--- config.mk ---
export PLATFORM = sky130hd
export DESIGN_NAME = periodic_timer_slot_table_top
export DESIGN_NICKNAME = d
export VERILOG_FILES = /design/src/hw/rtl/ptst_pkg.sv /design/src/hw/rtl/periodic_timer_slot_table_top.sv
export SDC_FILE = /design/constraint.sdc
export NUM_CORES = 1
export LEC_CHECK = 0
export BUFFER_PORTS_ARGS = -buffer_cell sky130_fd_sc_hd__buf_2
export CAP_MARGIN = 20
export CORE_MARGIN = 2
export CORE_UTILIZATION = 67
export CTS_CLUSTER_DIAMETER = 100
export CTS_CLUSTER_SIZE = 20
export DETAILED_ROUTE_END_ITERATION = 10
export PLACE_DENSITY = 0.95
export SLEW_MARGIN = 10
export SYNTH_ARGS = -nofsm -noshare
export SYNTH_HDL_FRONTEND = slang
export SYNTH_SLANG_ARGS = --single-unit
--- constraint.sdc ---
create_clock -name clock -period 9.7 [get_ports clock]
set_input_delay 0.485 -clock clock [delete_from_list [all_inputs] [get_ports clock]]
set_output_delay 0.485 -clock clock [all_outputs]
set_load 0.02 [all_outputs]
--- src/hw/rtl/ptst_pkg.sv ---
// Package for the periodic timer slot table.
// Holds the slot count, field codes, entry layout and state type.
// No dependencies.
package ptst_pkg;

   localparam int NUM_SLOTS = 8;
   localparam int SLOT_W    = $clog2(NUM_SLOTS);

   localparam logic [1:0] MODE_TICK     = 2'd0;
   localparam logic [1:0] MODE_REGISTER = 2'd1;
   localparam logic [1:0] MODE_REMOVE   = 2'd2;

   localparam logic [1:0] KIND_REGISTERED = 2'd0;
   localparam logic [1:0] KIND_FULL       = 2'd1;
   localparam logic [1:0] KIND_FIRED      = 2'd2;

   typedef struct packed {
      logic [15:0] period;
      logic [15:0] count;
   } entry_type;

   typedef enum logic [1:0] {
      ST_IDLE,
      ST_READ,
      ST_EVAL,
      ST_FLUSH
   } state_type;

endpackage

--- src/hw/rtl/periodic_timer_slot_table_top.sv ---
// Top level of the periodic timer slot table.
// Depends on ptst_pkg.
//
// Usage: one request channel (req_valid/req_ready with req_mode, req_period,
// req_slot) and one response channel (rsp_valid/rsp_ready with rsp_kind,
// rsp_slot_id, rsp_last). A register transaction claims the lowest free slot
// from 1 upward and answers once, with the slot or a table-full status. A
// remove transaction frees a slot in the accepting cycle and gives no
// response. A tick transaction walks slots 1 to NUM_SLOTS-1 through the
// period/count memory one slot at a time (read, then modify and write
// back), and reports each slot that fires, the last one marked by rsp_last.
// A register response passes through the pending register and then the
// output register; a firing is held in the pending register until the next
// firing or the end of the walk pushes it out. Responses leave through an
// output register, so a stalled receiver only holds the walk when a further
// result is ready to be pushed. Reset clears the active bits and control
// state; memory entries are written before they can be observed, so no
// clearing pass is needed.
module periodic_timer_slot_table_top
   import ptst_pkg::*;
(
   input  logic        clock,
   input  logic        reset,
   input  logic        req_valid,
   output logic        req_ready,
   input  logic [1:0]  req_mode,
   input  logic [15:0] req_period,
   input  logic [2:0]  req_slot,
   output logic        rsp_valid,
   input  logic        rsp_ready,
   output logic [1:0]  rsp_kind,
   output logic [2:0]  rsp_slot_id,
   output logic        rsp_last
);

   entry_type mem [NUM_SLOTS];

   state_type state_ff, state_in;
   logic [SLOT_W-1:0]    idx_ff, idx_in;
   logic [NUM_SLOTS-1:0] active_ff, active_in;
   entry_type            rd_data_ff;

   logic       pend_valid_ff, pend_valid_in;
   logic [1:0] pend_kind_ff, pend_kind_in;
   logic [2:0] pend_id_ff, pend_id_in;

   logic       rsp_valid_ff, rsp_valid_in;
   logic [1:0] rsp_kind_ff, rsp_kind_in;
   logic [2:0] rsp_slot_id_ff, rsp_slot_id_in;
   logic       rsp_last_ff, rsp_last_in;

   logic              accept;
   logic              out_free;
   logic              found;
   logic [SLOT_W-1:0] free_idx;
   logic [15:0]       cnt_inc;
   logic              fire;
   logic              eval_go;
   logic              idx_is_last;

   logic              mem_we;
   logic [SLOT_W-1:0] mem_waddr;
   entry_type         mem_wdata;

   logic       push;
   logic [1:0] push_kind;
   logic [2:0] push_id;
   logic       push_last;

   assign req_ready   = (state_ff == ST_IDLE);
   assign accept      = req_valid && req_ready;
   assign out_free    = !rsp_valid_ff || rsp_ready;
   assign cnt_inc     = rd_data_ff.count + 16'd1;
   assign fire        = active_ff[idx_ff] && (cnt_inc >= rd_data_ff.period);
   assign eval_go     = !fire || !pend_valid_ff || out_free;
   assign idx_is_last = (idx_ff == SLOT_W'(NUM_SLOTS - 1));

   always_comb begin
      found    = 1'b0;
      free_idx = '0;
      for (int i = NUM_SLOTS - 1; i >= 1; i--) begin
         if (!active_ff[i]) begin
            found    = 1'b1;
            free_idx = SLOT_W'(i);
         end
      end
   end

   always_comb begin
      state_in = state_ff;
      unique case (state_ff)
         ST_IDLE: begin
            if (accept && req_mode == MODE_TICK) begin
               state_in = ST_READ;
            end else if (accept && req_mode == MODE_REGISTER) begin
               state_in = ST_FLUSH;
            end
         end
         ST_READ: begin
            state_in = ST_EVAL;
         end
         ST_EVAL: begin
            if (eval_go) begin
               state_in = idx_is_last ? ST_FLUSH : ST_READ;
            end
         end
         ST_FLUSH: begin
            if (!pend_valid_ff || out_free) begin
               state_in = ST_IDLE;
            end
         end
         default: state_in = ST_IDLE;
      endcase
   end

   always_comb begin
      idx_in        = idx_ff;
      active_in     = active_ff;
      pend_valid_in = pend_valid_ff;
      pend_kind_in  = pend_kind_ff;
      pend_id_in    = pend_id_ff;
      mem_we        = 1'b0;
      mem_waddr     = idx_ff;
      mem_wdata     = '0;
      push          = 1'b0;
      push_kind     = pend_kind_ff;
      push_id       = pend_id_ff;
      push_last     = 1'b0;
      unique case (state_ff)
         ST_IDLE: begin
            idx_in = SLOT_W'(1);
            if (accept) begin
               unique case (req_mode)
                  MODE_REGISTER: begin
                     pend_valid_in = 1'b1;
                     if (found) begin
                        active_in[free_idx] = 1'b1;
                        mem_we              = 1'b1;
                        mem_waddr           = free_idx;
                        mem_wdata.period    = req_period;
                        mem_wdata.count     = 16'd0;
                        pend_kind_in        = KIND_REGISTERED;
                        pend_id_in          = 3'(free_idx);
                     end else begin
                        pend_kind_in = KIND_FULL;
                        pend_id_in   = 3'd0;
                     end
                  end
                  MODE_REMOVE: begin
                     for (int i = 0; i < NUM_SLOTS; i++) begin
                        if (int'(req_slot) == i) begin
                           active_in[i] = 1'b0;
                        end
                     end
                  end
                  default: begin
                  end
               endcase
            end
         end
         ST_READ: begin
         end
         ST_EVAL: begin
            if (eval_go) begin
               mem_we           = 1'b1;
               mem_wdata.period = rd_data_ff.period;
               mem_wdata.count  = fire ? 16'd0 : cnt_inc;
               if (fire) begin
                  push          = pend_valid_ff;
                  pend_valid_in = 1'b1;
                  pend_kind_in  = KIND_FIRED;
                  pend_id_in    = 3'(idx_ff);
               end
               idx_in = idx_ff + SLOT_W'(1);
            end
         end
         ST_FLUSH: begin
            if (pend_valid_ff && out_free) begin
               push          = 1'b1;
               push_last     = 1'b1;
               pend_valid_in = 1'b0;
            end
         end
         default: begin
         end
      endcase
   end

   always_comb begin
      rsp_valid_in   = rsp_valid_ff && !rsp_ready;
      rsp_kind_in    = rsp_kind_ff;
      rsp_slot_id_in = rsp_slot_id_ff;
      rsp_last_in    = rsp_last_ff;
      if (push) begin
         rsp_valid_in   = 1'b1;
         rsp_kind_in    = push_kind;
         rsp_slot_id_in = push_id;
         rsp_last_in    = push_last;
      end
   end

   always_ff @(posedge clock) begin
      if (reset) begin
         state_ff      <= ST_IDLE;
         active_ff     <= '0;
         pend_valid_ff <= 1'b0;
         rsp_valid_ff  <= 1'b0;
      end else begin
         state_ff      <= state_in;
         active_ff     <= active_in;
         pend_valid_ff <= pend_valid_in;
         rsp_valid_ff  <= rsp_valid_in;
      end
   end

   always_ff @(posedge clock) begin
      idx_ff         <= idx_in;
      pend_kind_ff   <= pend_kind_in;
      pend_id_ff     <= pend_id_in;
      rsp_kind_ff    <= rsp_kind_in;
      rsp_slot_id_ff <= rsp_slot_id_in;
      rsp_last_ff    <= rsp_last_in;
   end

   always_ff @(posedge clock) begin
      if (mem_we) begin
         mem[mem_waddr] <= mem_wdata;
      end
      if (state_ff == ST_READ) begin
         rd_data_ff <= mem[idx_ff];
      end
   end

   assign rsp_valid   = rsp_valid_ff;
   assign rsp_kind    = rsp_kind_ff;
   assign rsp_slot_id = rsp_slot_id_ff;
   assign rsp_last    = rsp_last_ff;

   // A result must never be left pending once the block is idle again.
   assert property (@(posedge clock) disable iff (reset)
      state_ff == ST_IDLE |-> !pend_valid_ff)
      else $error("pending result left behind in idle");

   // The reserved slot is never written.
   assert property (@(posedge clock) disable iff (reset)
      mem_we |-> mem_waddr != '0)
      else $error("write to reserved slot");

   // A successful registration never names the reserved slot.
   assert property (@(posedge clock) disable iff (reset)
      rsp_valid_ff && rsp_kind_ff == KIND_REGISTERED |-> rsp_slot_id_ff != 3'd0)
      else $error("registration reported in reserved slot");

   // Evaluation always follows a memory read of the same slot.
   assert property (@(posedge clock) disable iff (reset)
      state_ff == ST_EVAL |-> $past(state_ff) == ST_READ || $past(state_ff) == ST_EVAL)
      else $error("evaluation without read");

endmodule

# Word-level counts from Yosys, hierarchy flattened
# Memories as Yosys holds them, arrays and structs flattened. A register that Yosys moved wholly into a read port is not among the register bits.
# Index checks and enable logic that the tools add are counted.
# word_totals
regBits	26
mem_bits_rw	256
in_bits	25
elab_cells	163
n_memories	1
# mem_list
memory	words	word_bits	read_ports	rd_ports_with_merged_regs	wr	line	rtl
mem	8	32	1	1	1	periodic_timer_slot_table_top.sv:36	entry_type mem [NUM_SLOTS];
# classes
addsub	2
order_cmp	4
eq_ne	29
n_mux	76
n_bitwise	1
n_reduce_logical	33
# ops
operator	n
two-way mux 32 bit	4
one-hot mux 32 bit (2 select lines)	1
two-way mux 3 bit	17
AND reduction 5 bit	9
two-way mux 1 bit	33
!= test 2 bit, second input constant	13
two-way mux 2 bit	9
adder 16 x 1 -> 16 bit, second input constant	1
>= comparator 16 bit	1
two-way mux 16 bit	1
one-hot mux 8 bit (2 select lines)	1
equality test 3 bit, second input constant	5
one-hot mux 3 bit (2 select lines)	2
< comparator 3 x 4 -> 1 bit, second input constant	2
two-way mux 8 bit	1
OR 8 bit	1
one-hot mux 2 bit (4 select lines)	1
logical AND 1 bit	7
equality test 2 bit, second input constant	3
equality test 3 x 2 -> 1 bit, second input constant	2
AND reduction 6 bit	1
equality test 2 x 1 -> 1 bit, second input constant	2
logical NOT 1 bit	4
logical NOT 2 bit	2
other kinds (16)	22

# Depth between registers and ports, before layout
# Gate-level depths: netlist of the first run.
# depth
word_depth	14
depth_mapped	13
mapped_depth_nobuf	12

# Worst setup path before layout of the first run
# No wires, ideal clock.
# synth_timing
path_kind	register to register
start	register, netlist name rd_data_ff[2]
end	memory mem[4][0] (netlist name) (enable)
setup_ns	0.461
t_arrival_ns	4.899
required_ns	9.239
setup_slack_ns	4.340
path_stages_with_launch	12
n_path_buf	0
cell_sequence	edfxtp_1 > and3_1 > nand4_1 > or4_1 > xnor2_1 > ha_1 > nand2_1 > nor2_1 > a211oi_1 > a311oi_2 > o31a_1 > nor3_1
# synth_between
elab_chain_len	10
# synth_lines
item	line	rtl
adder 16 x 1 -> 16 bit	periodic_timer_slot_table_top.sv:73	assign cnt_inc = rd_data_ff.count + 16'd1;
>= comparator 16 bit	periodic_timer_slot_table_top.sv:74	assign fire = active_ff[idx_ff] && (cnt_inc >= rd_data_ff.period);
logical AND 1 bit	periodic_timer_slot_table_top.sv:74	
logical NOT 1 bit	periodic_timer_slot_table_top.sv:75	assign eval_go = !fire || !pend_valid_ff || out_free;
logical OR 1 bit (2 in series)	periodic_timer_slot_table_top.sv:75	
two-way mux 1 bit	periodic_timer_slot_table_top.sv:164	if (eval_go) begin
one-hot mux 1 bit (2 select lines)	periodic_timer_slot_table_top.sv:129	unique case (state_ff)
two-way mux 1 bit	periodic_timer_slot_table_top.sv:226	if (mem_we) begin
two-way mux 1 bit (implied by the code)	periodic_timer_slot_table_top.sv:227	mem[mem_waddr] <= mem_wdata;
end: declaration	periodic_timer_slot_table_top.sv:36	
# Every way passes these cells.

# Final worst setup path of the first run
# layout_timing
start	register, netlist name rd_data_ff[6]
end	memory mem[4][18] (netlist name) (enable)
# layout_between
elab_chain_len	10
# layout_lines
item	line
adder 16 x 1 -> 16 bit	periodic_timer_slot_table_top.sv:73
>= comparator 16 bit	periodic_timer_slot_table_top.sv:74
logical AND 1 bit	periodic_timer_slot_table_top.sv:74
logical NOT 1 bit	periodic_timer_slot_table_top.sv:75
logical OR 1 bit (2 in series)	periodic_timer_slot_table_top.sv:75
two-way mux 1 bit	periodic_timer_slot_table_top.sv:164
one-hot mux 1 bit (2 select lines)	periodic_timer_slot_table_top.sv:129
two-way mux 1 bit	periodic_timer_slot_table_top.sv:226
two-way mux 1 bit (implied by the code)	periodic_timer_slot_table_top.sv:227
# Every way passes these cells.

==> results by group, run 1 <==
Finish
  • Fillers: 981
  • FF+latch area: 9310 sq um
  • Commonest cells after routing, fill and taps aside: edfxtp_1 (302), nand2_1 (127), mux4_2 (66)
  • Layout Nets: 845
  • Diode count: 0
  • Commonest non-fill, non-tap cell in the layout: edfxtp_1
  • Layout area overhead: 7.95%
  • Share of layout cells above drive strength 1: 0.187
  • Area of the multi-input gates: 3440 sq um

Worst setup path
  • Worst R2R Start: rd_data_ff[6]
  • R2R cell count: 12
  • Setup crit start kind: flop
  • R2r setup slk: 4.86 ns
  • Critical setup path kind: reg2reg
  • Worst setup EP type: flop
  • Worst path required time: 9.87 ns
  • Data arrival, critical path: 5.01 ns
  • RR Endpoint: mem[4][18]
  • Worst-path fanout max: 21

Drt
  • Vias per std cell: 6.84
  • Initial DRC Count: 952
  • Drt pass-1 iters: 6
  • DRT Wirelength: 29000 um
  • DRC: 0
  • DR WL/cell: 27.3 um
  • Total number of vias: 7269
  • Post-route ant nets: 0

Logic synthesis
  • Synth Area in Compound Gates: 0.0405
  • Synth top area share: 0.701
  • Synth warn: 0
  • Top post-synthesis cells by area: edfxtp_1 (70%), mux4_2 (11%), nand2_1 (3.7%)
  • Mapped Area: 12900 sq um
  • Top_reg_cell synth: edfxtp_1
  • Largest family of logic cells by synthesized area: multiplexers
  • Yosys reg bits: 314
  • EDFF count, synth: 302
  • Post-synth ARST share: 0
  • Post-Synth Simple-Gate Area: 0.0739
  • Seq/Total Area, Yosys: 0.719
  • Syn nets: 807
  • Post-Syn Instances: 759
  • XOR/XNOR share of the synthesized area: 0.00948
  • Post-synthesis area per instance: 17.0 sq um
  • Mux cell area share after synthesis: 0.116
  • Post-Synth Adder-Cell Area: 0.0222
  • Synth unique cells: 57
  • Synth area leader: edfxtp_1

Die
  • Die area: 20400 sq um
  • Starting Density: 0.687
  • Die Width: 143 um
  • Num ports: 33
  • Row count: 50
  • CORE AREA: 18800 sq um
  • Die H: 143 um

GRT
  • Initial antenna violation count: 0
  • Largest net degree at the start of global routing: 68
  • Vias in the first global route: 7434
  • GRT Resource Usage Total: 0.297
  • First-pass GRT wire length: 44300 um
  • Gr ovfl total: 0

Clocking
  • PostCTS Resize Cnt: 0
  • H-tree depth reported by CTS: 1
  • Cts hold-fix bufs: 0
  • TritonCTS clock tree: built
  • Clock sinks: 314
  • Clock Latency Late Sink: 0.51 ns
  • Clock tree buffer depth: 3
  • Clk Tree Root Cell: clkbuf_16
  • CTS Buf Count: 19
  • Post-CTS setup buffers: 0
  • Clock transition at the register clock pins on the worst setup and hold paths after CTS: 0.09 ns

Worst hold path
  • Hold path start: req_slot[1]
  • WHS Path Cells: 3
  • Hold EP: active_ff[0]
  • HP Class: in2reg

Job
  • Max-cap violations: 0

Power and ir drop
  • Worst vdd ir: 179 uV
  • Leakage: 4.78 nW
  • Total power: 3.91 mW
  • Pwr dens: 280 nW/um^2

Timing
  • Final period util: 0.499
  • Max frequency: 206 MHz
  • Final clock skew: 0.0134 ns
  • Slew margin rel.: 0.327
  • Final hold vios: 0
  • Tightest Pin Transition: 1.00 ns
  • Crit path time final: 4.84 ns
  • Setup violators final: 0
  • RSZ-0062 raised after global routing: false
  • Slew Viols, Final: 0
  • Sum Neg Setup Slack: 0 ns

Run status
  • Status: completed

Placement
  • IO buf count: 32
  • DP HPWL: 16900 um
  • Gpl congestion: 0.932
-- metal layers --
metal  share of wire  wire length, um  vias up  global-route usage
met3            0.10             2910       90              0.0382
met2            0.52            15100      562               0.509
met5               0                0        -                   0
li1                -                -     3004                   -
met1            0.34             9930     3613               0.403
met4           0.037             1070        0              0.0990
-- layout make-up --
class                           instances  area share
Timing Repair Buffer                   48      0.0201
Clock buffer                           25      0.0357
Sequential cell                       314       0.666
Clock inverter                          2     0.00125
Multi-Input combinational cell        387       0.246
Inverter                               27     0.00726
Tap cell                              260      0.0233
-- critical path, cell delays in order (launching register included) --
cell and delay [ns]:
edfxtp_1 0.42, and3_1 0.21, nand3_1 0.15, or4_1 0.53, xnor2_1 0.24, ha_1 0.31
nand2_1 0.12, nor2_1 0.07, a211oi_1 0.49, a311oi_2 0.25, o31a_1 0.38, nor3_2 0.83
buf_4 0.48
-- metrics by stage --
step | cell area [sq um] | setup slack [ns] | cells | util | hold WS [ns]
2_1_floorplan | 12900 | 4.34 | 759 | - | 0.400
3_5_place_dp | 13500 | 5.01 | 1036 | 0.714 | 0.405
6_report | 14000 | 4.86 | 1063 | 0.742 | 0.307
5_1_grt | 14000 | 4.64 | 1063 | 0.742 | 0.320
4_1_cts | 14000 | 4.93 | 1063 | 0.742 | 0.286
3_3_place_gp | 13500 | 5.33 | 1036 | 0.714 | 0.402
-- synthesized netlist by cell type, drive strengths merged (2+ instances only) --
library cell,number
or2,3
a22o,16
nand3,11
o21a,3
inv,26
o21ai,8
or4,2
a311oi,2
a31oi,4
nor2,17
nand2,127
edfxtp,302
and2,4
nand4,5
a211oi,5
and3,5
xnor2,10
mux2i,2
buf,11
a2bb2oi,2
xor2,4
mux4,66
nor3,14
a21oi,16
nand2b,6
dfxtp,12
clkbuf,20
ha,23
nor2b,16
-- flip-flops by register name, summed over array words and instances, names as in the netlist --
signal	count
rd_data_ff	32
mem	256
pend_valid_ff	1
rsp_valid	1
rsp_last	1
pend_id_ff	3
state_ff	2
rsp_slot_id	3
pend_kind_ff	2
idx_ff	3
active_ff	8
rsp_kind	2
-- cell families (layout without fill, tap and decap cells) --
kind of cell	Yosys count	count (layout)
flip-flops	314	314
AND/OR/NAND/NOR	213	213
AO/OA/AOI/OAI	69	69
multiplexers	68	68
buffers and inverters	58	102
adder cells (fa/ha/maj)	23	23
XOR/XNOR	14	14
-- report_power, final --
part	switching, mW	internal [mW]
clock network	0.409	0.363
logic	0.745	0.460
registers	0.0976	1.83
-- worst max path at each step --
stage	slack, ns	to	start	cells past startpoint
2_1_floorplan	4.34	mem[4][0]	rd_data_ff[2]	11
3_3_place_gp	5.33	mem[4][17]	rd_data_ff[2]	12
3_5_place_dp	5.01	mem[4][17]	rd_data_ff[2]	12
4_1_cts	4.93	mem[4][20]	rd_data_ff[2]	12
5_1_grt	4.64	mem[4][17]	rd_data_ff[2]	12
6_report	4.86	mem[4][18]	rd_data_ff[6]	12
Note: power is estimated with default switching activity, not from simulation.
==> inputs of run 2 (changes only) <==
Settings changed: CORE_UTILIZATION 67 to 62, PLACE_DENSITY 0.95 to 0.89.
Clock period 9.7 ns to 4.9 ns, I/O delays scaled along.
==> run 2 against run 1 <==
  * Sequential power increased by 99%
  * Wire length shrank 7.0%
  * Final cell count grew 1.1%
  * Design area increased by 0.49%
  * Clock power grew 97%
  * Hold slack got worse by 0.23 ns
  * Total power is 96% higher
  * Clock-buffer cell count is the same
  * Clock skew decreased by 0.00083 ns
  * Largest cell class unchanged
==> results by group, run 2 (same netlist as run 1, synthesis figures left out) <==
Run status
  • Status: completed

Finish
  • Layout Nets: 847
  • Largest registers: mem: 256 flops, rd_data_ff: 32 flops, active_ff: 8 flops
  • Commonest cells after routing, fill and taps aside: edfxtp_1 (302), nand2_1 (127), mux4_2 (66)
  • Number of flip-flops in the largest register: 256
  • Utilization of the core after routing: 0.689
  • Largest Register: mem
  • Layout area overhead: 8.48%
  • Fillers: 1207
  • Diode count: 0
  • Commonest non-fill, non-tap cell in the layout: edfxtp_1
  • Share of layout cells above drive strength 1: 0.190
  • Fin area: 14000 sq um

GRT
  • GRT Resource Usage Total: 0.252
  • Largest net degree at the start of global routing: 68
  • First-pass GRT wire length: 41400 um
  • Gr ovfl total: 0
  • Vias in the first global route: 7182
  • Initial antenna violation count: 0

Power and ir drop
  • Clock network fraction of design power: 0.198
  • Comb power frac: 0.300
  • P_sw: 2.40 mW
  • Worst vdd ir: 400 uV
  • Switching Share: 0.313
  • Pint: 5.26 mW
  • Pwr dens: 546 nW/um^2
  • Leakage: 4.79 nW
  • Reg power frac: 0.502

Timing
  • Max frequency: 219 MHz
  • RSZ-0062 raised after global routing: false
  • Slew margin rel.: 0.156
  • Final period util: 0.931
  • Final hold vios: 0
  • Crit path time final: 4.56 ns
  • Final clock skew: 0.0126 ns
  • Final Worst Setup Slack: 0.338 ns
  • Setup violators final: 0
  • Slew Viols, Final: 0
  • Sum Neg Setup Slack: 0 ns
  • Tightest Pin Transition: 1.25 ns
  • Min Hold Slack: 0.0778 ns

Worst setup path
  • Worst path required time: 5.17 ns
  • Critical setup path kind: reg2reg
  • Worst-path fanout max: 11
  • CP cell instances: and3_1 -> nand4_1 -> or4_1 -> xnor2_1 -> ha_1 -> nand4_1 -> or3_1 -> or4_4 -> a311oi_2 -> a2bb2oi_2 -> nor3_4 -> buf_8 -> buf_4
  • Worst setup EP type: flop
  • Setup crit start kind: flop
  • CP max-delay cell: or4_1
  • Slowest cell delay on critical path: 0.56 ns
  • Most frequent CP cell: nand4_1
  • Data arrival, critical path: 4.83 ns

Placement
  • Gpl congestion: 0.847
  • Place WS: 0.346 ns
  • IO buf count: 32
  • DP HPWL: 16400 um
  • Placed cell areas: 13500 sq um

Die
  • Starting Density: 0.635
  • Die H: 148 um
  • Die Width: 148 um
  • Row count: 52
  • CORE AREA: 20400 sq um
  • Die area: 22000 sq um
  • Num ports: 33

Worst hold path
  • HP Class: in2reg

Drt
  • Initial DRC Count: 768
  • DRC: 0
  • Drt pass-1 iters: 5
  • Post-route ant nets: 0
  • DR WL/cell: 25.1 um
  • Vias per std cell: 6.56
  • Total number of vias: 7055
  • DRT Wirelength: 27000 um

Clocking
  • TritonCTS clock tree: built
  • Post-CTS setup buffers: 0
  • CTS Buf Count: 19
  • H-tree depth reported by CTS: 1
  • Clock transition at the register clock pins on the worst setup and hold paths after CTS: 0.08 ns
  • Clock Latency Late Sink: 0.51 ns
  • Clock sinks: 314
  • Clock tree buffer depth: 3
  • Clk Tree Root Cell: clkbuf_16

Job
  • Max-cap violations: 0
[run 2: cell count changes in the layout (fill, tap and decap cells not counted)]
| cell | previous run | this run |
|---|---|---|
| buf_4 | 16 | 17 |
| buf_8 | 0 | 1 |
| ha_1 | 23 | 22 |
| ha_2 | 0 | 1 |
| nor3_2 | 8 | 3 |
| nor3_4 | 0 | 5 |
[run 2: power groups by stage]
stage | combinational (mW) | sequential (mW) | clock [mW]
2_1_floorplan | 1.67 | 3.79 | 0
3_3_place_gp | 2.16 | 3.87 | 0
3_5_place_dp | 2.26 | 3.90 | 0
4_1_cts | 2.29 | 3.85 | 1.53
5_1_grt | 2.51 | 3.88 | 1.63
6_report | 2.29 | 3.85 | 1.52
[run 2: path summary, 6_finish.rpt]
kind                       from             end  slack [ns]  depth (start not counted)
setup reg to reg  rd_data_ff[2]       mem[1][6]        0.34                         13
hold reg to reg   pend_id_ff[2]  rsp_slot_id[2]        0.43                          0
hold / removal            reset    active_ff[5]        0.08                          2
setup / recovery  rd_data_ff[2]       mem[1][6]        0.34                         13
[run 2: worst max-delay path: cells and delay by family, from the launching register on]
family	cells	cell delay [ns]
flops	1	0.41
xor+xnor	1	0.17
buf+inv	2	0.43
simple gates	7	2.15
fa+ha+maj	1	0.33
compound gates	2	0.84
[run 2: per-stage QoR]
stage                     power [mW]  cells
after floorplan                 5.46    759
after global placement          6.04   1047
after detailed placement        6.16   1048
after CTS                       7.67   1075
after global routing            8.02   1075
final                           7.66   1075
[run 2: area by class of cell]
class / count / area, sq um / share of cell area
inverter: 27 / 101 / 0.00722
sequential: 314 / 9310 / 0.663
clock inverter: 2 / 17.5 / 0.00125
tap: 270 / 338 / 0.0241
clock buffer: 25 / 498 / 0.0355
timing repair buffer: 50 / 303 / 0.0216
multi-input combinational: 387 / 3470 / 0.247
[run 2: repair_timing]
action,4_1_cts,5_1_grt
hold buffers,0,0
setup endpoints to repair,0,29
resized for setup,0,1
[run 2: layer usage]
layer | track usage | wire [um] | vias up
met4 | 0.0857 | 920 | 0
met3 | 0.0451 | 2520 | 67
li1 | - | - | 3019
met5 | 0 | 0 | -
met2 | 0.404 | 13000 | 371
met1 | 0.360 | 10500 | 3598
